==> src/rtl/core/csgl_pkg.sv <==
// Package for the cross-section grid lookup core: widths, codes, state type,
// controller/datapath command and status structs. No dependencies.
package csgl_pkg;

   localparam int unsigned GridDepthDef  = 16384;
   localparam int unsigned TableDepthDef = 16384;

   localparam int unsigned EW   = 48;   // energy width
   localparam int unsigned XW   = 32;   // cross-section width
   localparam int unsigned IW   = 14;   // index field width
   localparam int unsigned CW   = 15;   // count field width
   localparam int unsigned FW   = 17;   // fraction width
   localparam int unsigned QW   = 16;   // fraction bits

   typedef enum logic [1:0] {
      ACT_WR_GRID  = 2'd0,
      ACT_WR_TABLE = 2'd1,
      ACT_LOOKUP   = 2'd2,
      ACT_NONE     = 2'd3
   } action_type;

   typedef enum logic [1:0] {
      REG_INTERP = 2'd0,
      REG_BELOW  = 2'd1,
      REG_BEYOND = 2'd2,
      REG_RSVD   = 2'd3
   } region_type;

   typedef enum logic [3:0] {
      ST_IDLE,
      ST_FIRST_RD,   // read grid point 0
      ST_LAST_RD,    // read grid point n-1
      ST_SEARCH_RD,  // read grid point mid
      ST_SEARCH_CMP, // compare and narrow
      ST_E0_RD,
      ST_E1_RD,
      ST_DIV,
      ST_TAB_LO_RD,
      ST_TAB_HI_RD,
      ST_MUL_LO,
      ST_MUL_HI,
      ST_OUT
   } state_type;

   typedef struct packed {
      logic       load;       // capture request beat
      logic       rd_first;   // issue grid read index 0
      logic       rd_last;    // issue grid read index n-1
      logic       rd_mid;     // issue grid read index mid
      logic       cap_first;  // capture grid read data as first point
      logic       cap_last;
      logic       narrow;     // binary search step
      logic       rd_e0;      // issue read at bin (after clamp)
      logic       rd_e1;
      logic       cap_e0;
      logic       cap_e1;
      logic       div_start;
      logic       div_step;
      logic       rd_tlo;
      logic       rd_thi;
      logic       cap_tlo;
      logic       cap_thi;
      logic       mul_lo;
      logic       mul_hi;
      logic       finish;     // form result into output register
   } cmd_type;

   typedef struct packed {
      logic bad;          // slice too short
      logic search_done;  // lo == hi
      logic div_done;
      logic interp;       // bin inside table
      logic beyond;       // needs last table value
      logic tab_empty;
   } sts_type;

endpackage

==> src/rtl/core/csgl_ctrl.sv <==
// Controller state machine for the lookup sequence.
// Depends on csgl_pkg.
module csgl_ctrl (
   input  logic                clock,
   input  logic                reset,
   input  logic                start,     // lookup beat accepted
   input  logic                out_taken, // result beat leaves output register
   input  logic                out_full,
   input  csgl_pkg::sts_type   sts,
   output csgl_pkg::cmd_type   cmd,
   output logic                busy
);

   csgl_pkg::state_type state_ff, state_in;

   // next state
   always_comb begin
      state_in = state_ff;
      case (state_ff)
         csgl_pkg::ST_IDLE:       if (start) state_in = csgl_pkg::ST_FIRST_RD;
         csgl_pkg::ST_FIRST_RD: begin
            if (sts.bad) state_in = csgl_pkg::ST_OUT;
            else         state_in = csgl_pkg::ST_LAST_RD;
         end
         csgl_pkg::ST_LAST_RD: begin
            if (sts.search_done) state_in = csgl_pkg::ST_E0_RD;
            else                 state_in = csgl_pkg::ST_SEARCH_RD;
         end
         csgl_pkg::ST_SEARCH_RD:  state_in = csgl_pkg::ST_SEARCH_CMP;
         csgl_pkg::ST_SEARCH_CMP: begin
            if (sts.search_done) state_in = csgl_pkg::ST_E0_RD;
            else                 state_in = csgl_pkg::ST_SEARCH_RD;
         end
         csgl_pkg::ST_E0_RD:      state_in = csgl_pkg::ST_E1_RD;
         csgl_pkg::ST_E1_RD:      state_in = csgl_pkg::ST_DIV;
         csgl_pkg::ST_DIV: begin
            if (sts.div_done) begin
               if (sts.interp)      state_in = csgl_pkg::ST_TAB_LO_RD;
               else if (sts.beyond) state_in = csgl_pkg::ST_TAB_HI_RD;
               else                 state_in = csgl_pkg::ST_OUT;
            end
         end
         csgl_pkg::ST_TAB_LO_RD:  state_in = csgl_pkg::ST_TAB_HI_RD;
         csgl_pkg::ST_TAB_HI_RD: begin
            if (sts.interp) state_in = csgl_pkg::ST_MUL_LO;
            else            state_in = csgl_pkg::ST_OUT;
         end
         csgl_pkg::ST_MUL_LO:     state_in = csgl_pkg::ST_MUL_HI;
         csgl_pkg::ST_MUL_HI:     state_in = csgl_pkg::ST_OUT;
         csgl_pkg::ST_OUT: begin
            if (!out_full || out_taken) state_in = csgl_pkg::ST_IDLE;
         end
         default:                 state_in = csgl_pkg::ST_IDLE;
      endcase
   end

   // outputs
   always_comb begin
      cmd = '0;
      busy = (state_ff != csgl_pkg::ST_IDLE);
      case (state_ff)
         csgl_pkg::ST_IDLE: begin
            cmd.load     = start;
            cmd.rd_first = start;
         end
         csgl_pkg::ST_FIRST_RD: begin
            cmd.cap_first = 1'b1;
            cmd.rd_last   = 1'b1;
         end
         csgl_pkg::ST_LAST_RD: begin
            cmd.cap_last = 1'b1;
            cmd.rd_mid   = !sts.search_done;
         end
         // hold the mid address so the read data stays on mid
         csgl_pkg::ST_SEARCH_RD:  cmd.rd_mid = 1'b1;
         csgl_pkg::ST_SEARCH_CMP: begin
            cmd.narrow = 1'b1;
            cmd.rd_mid = 1'b1;
         end
         csgl_pkg::ST_E0_RD:      cmd.rd_e0 = 1'b1;
         csgl_pkg::ST_E1_RD: begin
            cmd.cap_e0 = 1'b1;
            cmd.cap_e1 = 1'b1;
            cmd.rd_e1  = 1'b1;
         end
         csgl_pkg::ST_DIV: begin
            cmd.div_step = 1'b1;
            cmd.rd_tlo   = sts.div_done;
            cmd.rd_thi   = sts.div_done && !sts.interp;
         end
         csgl_pkg::ST_TAB_LO_RD: begin
            cmd.cap_tlo = 1'b1;
            cmd.rd_thi  = 1'b1;
         end
         csgl_pkg::ST_TAB_HI_RD:  cmd.cap_thi = 1'b1;
         csgl_pkg::ST_MUL_LO:     cmd.mul_lo = 1'b1;
         csgl_pkg::ST_MUL_HI:     cmd.mul_hi = 1'b1;
         csgl_pkg::ST_OUT:        cmd.finish = !out_full || out_taken;
         default: ;
      endcase
      cmd.div_start = (state_ff == csgl_pkg::ST_E1_RD);
   end

   always_ff @(posedge clock) begin
      if (reset) begin
         state_ff <= csgl_pkg::ST_IDLE;
      end else begin
         state_ff <= state_in;
      end
   end

`ifndef SYNTHESIS
   a_start_idle: assert property (@(posedge clock) disable iff (reset)
      start |-> state_ff == csgl_pkg::ST_IDLE)
      else $error("lookup started while busy");
   a_finish_out: assert property (@(posedge clock) disable iff (reset)
      cmd.finish |=> state_ff == csgl_pkg::ST_IDLE)
      else $error("finish did not return to idle");
   a_cmp_after_rd: assert property (@(posedge clock) disable iff (reset)
      state_ff == csgl_pkg::ST_SEARCH_RD |=> state_ff == csgl_pkg::ST_SEARCH_CMP)
      else $error("search compare skipped");
`endif

endmodule

==> config.mk <==
export PLATFORM = sky130hd
export DESIGN_NAME = csgl_ctrl
export DESIGN_NICKNAME = d
export VERILOG_FILES = /design/src/rtl/core/csgl_pkg.sv /design/src/rtl/core/csgl_ctrl.sv
export SDC_FILE = /design/constraint.sdc
export NUM_CORES = 1
export LEC_CHECK = 0
export BUFFER_PORTS_ARGS = -buffer_cell sky130_fd_sc_hd__buf_2
export CORE_AREA = 2 2 39 41
export DETAILED_ROUTE_END_ITERATION = 8
export DIE_AREA = 0 0 41 43
export GPL_ROUTABILITY_DRIVEN = 0
export MAX_ROUTING_LAYER = met4
export PLACE_DENSITY = 0.7
export REMOVE_ABC_BUFFERS = 1
export SLEW_MARGIN = 20
export SYNTH_ARGS = -nofsm -noshare
export SYNTH_HDL_FRONTEND = slang
export SYNTH_SLANG_ARGS = --single-unit
==> constraint.sdc <==
create_clock -name clock -period 3.2 [get_ports clock]
set_input_delay 0.16 -clock clock [delete_from_list [all_inputs] [get_ports clock]]
set_output_delay 0.16 -clock clock [all_outputs]
set_load 0.1 [all_outputs]
Word-level counts from Yosys, hierarchy flattened
Cells that the tools add are included.
Operators by class
  equality and inequality tests: 15
  muxes and demuxes: 23
  reductions and logical operators: 10
Operators by type and width (number)
  $pmux 4 s12: 1
  $eq 4x4->1 const B: 5
  $eq 4x3->1 const B: 4
  $mux 4: 4
  $mux 3: 5
  $mux 1: 9
  $eq 4x2->1 const B: 2
  $ne 2x2->1 const B: 3
  $eq 4x1->1 const B: 1
  $logic_not 4->1: 1
  $mux 2: 2
  $pmux 1 s2: 2
  $reduce_bool 4->1: 1
  $reduce_or 2->1: 2
  $logic_not 1->1: 3
  $reduce_and 3->1: 1
  $logic_and 1x1->1: 1
  $logic_or 1x1->1: 1
Storage, ports and cells
  register bits: 4
  bits of input ports: 11
  output and inout bits: 21
  word-level logic and storage cells: 49

Longest topological paths before layout
Gate-level depths: netlist (run 1).
  depth in word-level cells: 4
  gate-level depth with buffers: 5

Worst setup path before layout (run 1)
No wires, ideal clock.
  path type: reg2out
  start: register state_ff[1]
  end: output cmd[5] in the netlist's numbering
  data arrival time: 3.512 ns
  required time: 3.040 ns
  setup slack: -0.472 ns
  cell stages (with the launch flop): 5
  path buffers: 0
  cell sequence: dfxtp_1 > nand2_1 > nor2_1 > and2_1 > a21o_1
RTL lines
  from (decl): line csgl_ctrl.sv:14  | csgl_pkg::state_type state_ff, state_in;
  from (signal assigned): line csgl_ctrl.sv:106  | state_ff <= csgl_pkg::ST_IDLE;
  from (signal assigned): line csgl_ctrl.sv:108  | state_ff <= state_in;
  to (decl): line csgl_ctrl.sv:10  | output csgl_pkg::cmd_type cmd,

==> results of run 1 <==
where the power goes:
part	internal [mW]	switching (mW)
Combinational	0.0913	0.347
Clock	0.0422	0.0246
Sequential	0.0610	0.0387
cell families (layout without fill, tap and decap cells):
| logic type | after synthesis | after routing |
|---|---|---|
| AO/OA/AOI/OAI | 18 | 18 |
| buffers and inverters | 11 | 35 |
| flip-flops | 4 | 4 |
| AND/OR/NAND/NOR | 37 | 37 |
per-stage QoR:
step | setup TNS, ns | utilization [%]
after floorplan | -15.89 | -
after global placement | 0 | 42.4
after detailed placement | 0 | 42.4
after CTS | 0 | 44.0
after global routing | 0 | 44.0
final | 0 | 44.0
layer usage:
layer	share of wire [%]	track usage, %	vias to the layer above
met3	8.7	1.57	2
met4	2.0	8.00	0
met5	0	-	-
met2	49	25.0	30
li1	-	-	299
met1	40	20.0	265
worst min path at each step:
stage          startpoint  cells past startpoint  slack, ns     endpoint
2_1_floorplan       reset                      1       0.23  state_ff[1]
3_3_place_gp        reset                      2       0.38  state_ff[0]
3_5_place_dp        reset                      2       0.38  state_ff[0]
4_1_cts             reset                      2       0.13  state_ff[3]
5_1_grt             reset                      2       0.14  state_ff[0]
6_report            reset                      2       0.13  state_ff[2]
worst reg2reg max path: cells and delay by family (launching register included):
kind | cells | cell delay (ns)
flip-flops | 1 | 0.61
AND/OR/NAND/NOR | 3 | 0.61
AO/OA/AOI/OAI | 1 | 0.18
Yosys cell counts, types with 2 or more instances:
library cell | number | area (sq um)
a31oi_1 | 2 | 12.5
buf_4 | 5 | 37.5
nor2_1 | 10 | 37.5
inv_1 | 2 | 7.51
a21oi_1 | 3 | 15.0
dfxtp_1 | 4 | 80.1
nand4_1 | 2 | 12.5
nand2b_1 | 7 | 43.8
o21ai_0 | 3 | 15.0
buf_2 | 4 | 20.0
nand2_1 | 5 | 18.8
a21o_1 | 2 | 15.0
nor3_1 | 6 | 30.0
cell type report:
class                      count  area share [%]
multi-input combinational     55            54.0
timing repair buffer          30            24.6
sequential                     4            13.1
clock buffer                   3            3.70
tap                           16            3.29
inverter                       2            1.23
==> results.json, run 1 <==
{
  "status": "completed",
  "drtIter0Drc": 14,
  "syn2layout_area_growth_pct": 28.5,
  "top_register": "state_ff",
  "worstRegToRegCells": 4,
  "synthMuxAreaShare_pct": 0,
  "r2r_slack_ns": 1.70,
  "layout_setup_ws_ns": 1.15,
  "ir_drop_mv": 0.523,
  "htree_levels": 1,
  "dpl_cell_area_sq_um": 587,
  "layoutNonFillerInstCount": 110,
  "synth_cells": 70,
  "largest_reg_flops": 4,
  "n_fill_cell": 157,
  "top_regs": "state_ff: 4 flops",
  "wire_per_inst_um": 11.1,
  "vias": 596,
  "cp_data_required_time_ns": 3.04,
  "seq_area_frac_synth_pct": 16.9,
  "final_max_slew_viol_count": 0,
  "arrival_ns": 1.89,
  "antenna_found_initial": 0,
  "wl_um": 1220,
  "r2r_start": "state_ff[1]",
  "tightest_slew_ns": 0.498,
  "overflow": 0,
  "leakagePower_nw": 0.310,
  "yosys_warnings": 0,
  "fp.coreArea_sq_mm": 0.00138,
  "seq_area_sq_um": 80.1,
  "track_usage_pct": 16.2,
  "synth_compound_gate_area_share_pct": 26.6,
  "firstDrtPassIters": 4,
  "worstSetupPathDepth": 5,
  "crit_path_start_kind": "register",
  "max-slew-margin-rel_pct": 67.0,
  "mostFrequentLayoutCell": "buf_2",
  "viasPerCell": 5.42,
  "syn_avg_cell_area_sq_um": 6.77,
  "slowest_delay_ns": 0.61,
  "initial_core_util_pct": 34.3,
  "critical_path.cell_chain": "nand2_1 -> nor2_1 -> and2_1 -> a21o_1 -> buf_2",
  "clkTransAtPathRegs_ns": 0.04,
  "hp-class": "in -> reg",
  "drc": 0,
  "yosys.area_share.simple_pct": 42.7,
  "synth_top_family_by_area": "simple AND/OR/NAND/NOR gates",
  "crit_fanout": 16,
  "power.density_mw_per_mm2": 993,
  "ys_types": 28,
  "fp.dieW_um": 41,
  "cts_buffers": 3,
  "yosys.area_share.adder_pct": 0,
  "synth-xor-area-share_pct": 0,
  "endpoint": "cmd[5]",
  "grt_pass1_vias": 491,
  "ios": 32,
  "grt_pass1_wl_um": 1950,
  "portBuffers": 30,
  "ys_ff_latch": 4,
  "crit_path_start": "state_ff[1]",
  "nNetsFinal": 107,
  "num_rows": 14,
  "cts_resized": 0,
  "synth_edf_count": 0,
  "finalClockSkew_ns": 0.00551,
  "cts_root_buffer": "clkbuf_4",
  "critical_path_class": "reg -> out",
  "die_area_sq_mm": 0.00176,
  "place_hpwl_um": 944,
  "rsz0062_at_grt": "false",
  "dp_cells": 107,
  "synth_async_sr_flop_share_pct": 0,
  "antennaDiodeCount": 0,
  "hold_buffers": 0,
  "place_ws_ns": 1.42,
  "postCtsSetupRepairBufs": 0,
  "syn_area_sq_um": 474,
  "ys.flop_type": "dfxtp_1",
  "fin_crit_ns": 2.05,
  "min_period_over_period_pct": 64.0,
  "critPathTopFamily": "flip-flops",
  "critPathBufInv": 1,
  "die_y_um": 43,
  "power.total_mw": 0.605,
  "max-clock-path-buffers": 2,
  "ant_nets": 0,
  "slowest_stage": "dfxtp_1",
  "cts_tree": "built",
  "worstSetupEndpointType": "primary output",
  "clkLatencyLatePin_ns": 0.25,
  "final-hold-violation-count": 0,
  "fin_area_sq_um": 609,
  "whs_ns": 0.126,
  "cts_sinks": 4,
  "drive_above_1_share_pct": 38.3,
  "drv_cap": 0,
  "fmax_ghz": 0.488,
  "r2r_end": "state_ff[3]",
  "setup_viol": 0,
  "grt_max_degree": 17,
  "layout_common_cells": "buf_2, nor2_1, nand2b_1",
  "multi_input_area_sq_um": 329
}
No activity file was read; power rests on OpenSTA's default activity.
==> run 2: changes to the inputs <==
CORE_AREA = unset   (was 2 2 39 41)
CORE_UTILIZATION = 35   (was unset)
DIE_AREA = unset   (was 0 0 41 43)
PLACE_DENSITY = 0.72   (was 0.7)
clock period = 1.85 ns   (was 3.2 ns; I/O delays follow)
==> results.json, run 2 (synthesis gave the netlist of run 1 again) <==
{
  "max-slew-margin-rel_pct": 67.7,
  "grt_max_degree": 17,
  "ant_nets": 0,
  "die_y_um": 38.8,
  "worstSetupEndpointType": "primary output",
  "drive_above_1_share_pct": 43.3,
  "fin_area_sq_um": 709,
  "top_register": "state_ff",
  "min_from": "reset",
  "critical_path_class": "reg -> out",
  "slowest_delay_ns": 0.58,
  "firstDrtPassIters": 4,
  "num_rows": 12,
  "fin_crit_ns": 1.70,
  "crit_path_start": "state_ff[3]",
  "drc": 0,
  "place_hpwl_um": 988,
  "grt_pass1_vias": 495,
  "cts_root_buffer": "clkbuf_4",
  "drtIter0Drc": 16,
  "initial_core_util_pct": 40.0,
  "die_area_sq_mm": 0.00151,
  "r2r_start": "state_ff[3]",
  "hold_buffers": 0,
  "dpl_cell_area_sq_um": 682,
  "antenna_found_initial": 0,
  "final_max_slew_viol_count": 0,
  "finalClockSkew_ns": 0.00473,
  "critPathTopFamily": "simple AND/OR/NAND/NOR gates",
  "ios": 32,
  "rsz0062_at_grt": "false",
  "leakagePower_nw": 0.343,
  "fmax_ghz": 0.587,
  "wire_per_inst_um": 11.2,
  "track_usage_pct": 19.7,
  "layout_common_cells": "buf_2, nor2_1, nand2b_1",
  "cts_tree": "built",
  "min_period_over_period_pct": 92.0,
  "fp.coreArea_sq_mm": 0.00119,
  "ir_drop_mv": 0.987,
  "fp.dieW_um": 38.8,
  "n_fill_cell": 117,
  "antennaDiodeCount": 0,
  "nNetsFinal": 110,
  "max-clock-path-buffers": 2,
  "htree_levels": 1,
  "status": "completed",
  "critPathBufInv": 1,
  "final-hold-violation-count": 0,
  "slowest_stage": "or4_4",
  "setup_viol": 0,
  "portBuffers": 30,
  "tightest_slew_ns": 0.480,
  "cp_data_required_time_ns": 1.76,
  "top_regs": "state_ff: 4 flops",
  "postCtsSetupRepairBufs": 0,
  "clkLatencyLatePin_ns": 0.24,
  "overflow": 0,
  "cts_sinks": 4,
  "power.density_mw_per_mm2": 1580,
  "crit_fanout": 8,
  "drv_cap": 0,
  "hp-class": "in -> reg",
  "viasPerCell": 5.43,
  "mostFrequentLayoutCell": "buf_2",
  "clkTransAtPathRegs_ns": 0.04,
  "power.total_mw": 1.12,
  "wl_um": 1250,
  "grt_pass1_wl_um": 1980,
  "largest_reg_flops": 4,
  "crit_path_start_kind": "register",
  "cts_buffers": 3,
  "vias": 603,
  "arrival_ns": 1.61,
  "critical_path.cell_chain": "or4_4 -> nor2_2 -> buf_12",
  "syn2layout_area_growth_pct": 49.6
}
## run 2: what timing repair did
item,CTS,global route
setup endpoints to repair,3,3
gates cloned,0,0
resized for setup,2,1
## run 2: final cells by class
class	count	area, sq um	share of cell area, %
Tap cell	14	17.5	2.47
Multi-Input combinational cell	55	332	46.7
Inverter	2	7.51	1.06
Sequential cell	4	82.6	11.6
Timing Repair Buffer	33	248	34.9
Clock buffer	3	22.5	3.17
## run 2: metrics by stage
step / TNS [ns] / hold WS (ns) / util [%] / std cells / setup slack [ns]
after global routing: 0 / 0.0556 / 59.8 / 111 / 0.0307
after detailed placement: 0 / 0.310 / 57.5 / 108 / 0.219
final: 0 / 0.0559 / 59.8 / 111 / 0.147
after floorplan: -34.21 / 0.162 / - / 61 / -3.84
after CTS: 0 / 0.0561 / 59.7 / 111 / 0.0276
after global placement: 0 / 0.305 / 57.5 / 108 / 0.237
## run 2: layer usage
layer	routed length [um]	global-route usage, %	vias up
li1	-	-	305
met3	100	7.51	0
met2	619	35.0	31
met5	0	-	-
met1	528	21.1	267
met4	0	2.59	0
## run 2: path summary, 6_finish.rpt
kind | to | slack (ns) | depth (start not counted)
max | cmd[19] | 0.15 | 3
min | state_ff[1] | 0.06 | 2
max reg2reg | state_ff[0] | 0.43 | 4
min reg2reg | state_ff[3] | 0.62 | 2
## run 2: report_power, final
group / total [mW] / leakage (nW) / switching, mW / internal (mW)
combinational: 0.855 / 0.296 / 0.634 / 0.222
sequential: 0.159 / 0.0336 / 0.0510 / 0.108
clock: 0.108 / 0.0138 / 0.0351 / 0.0725
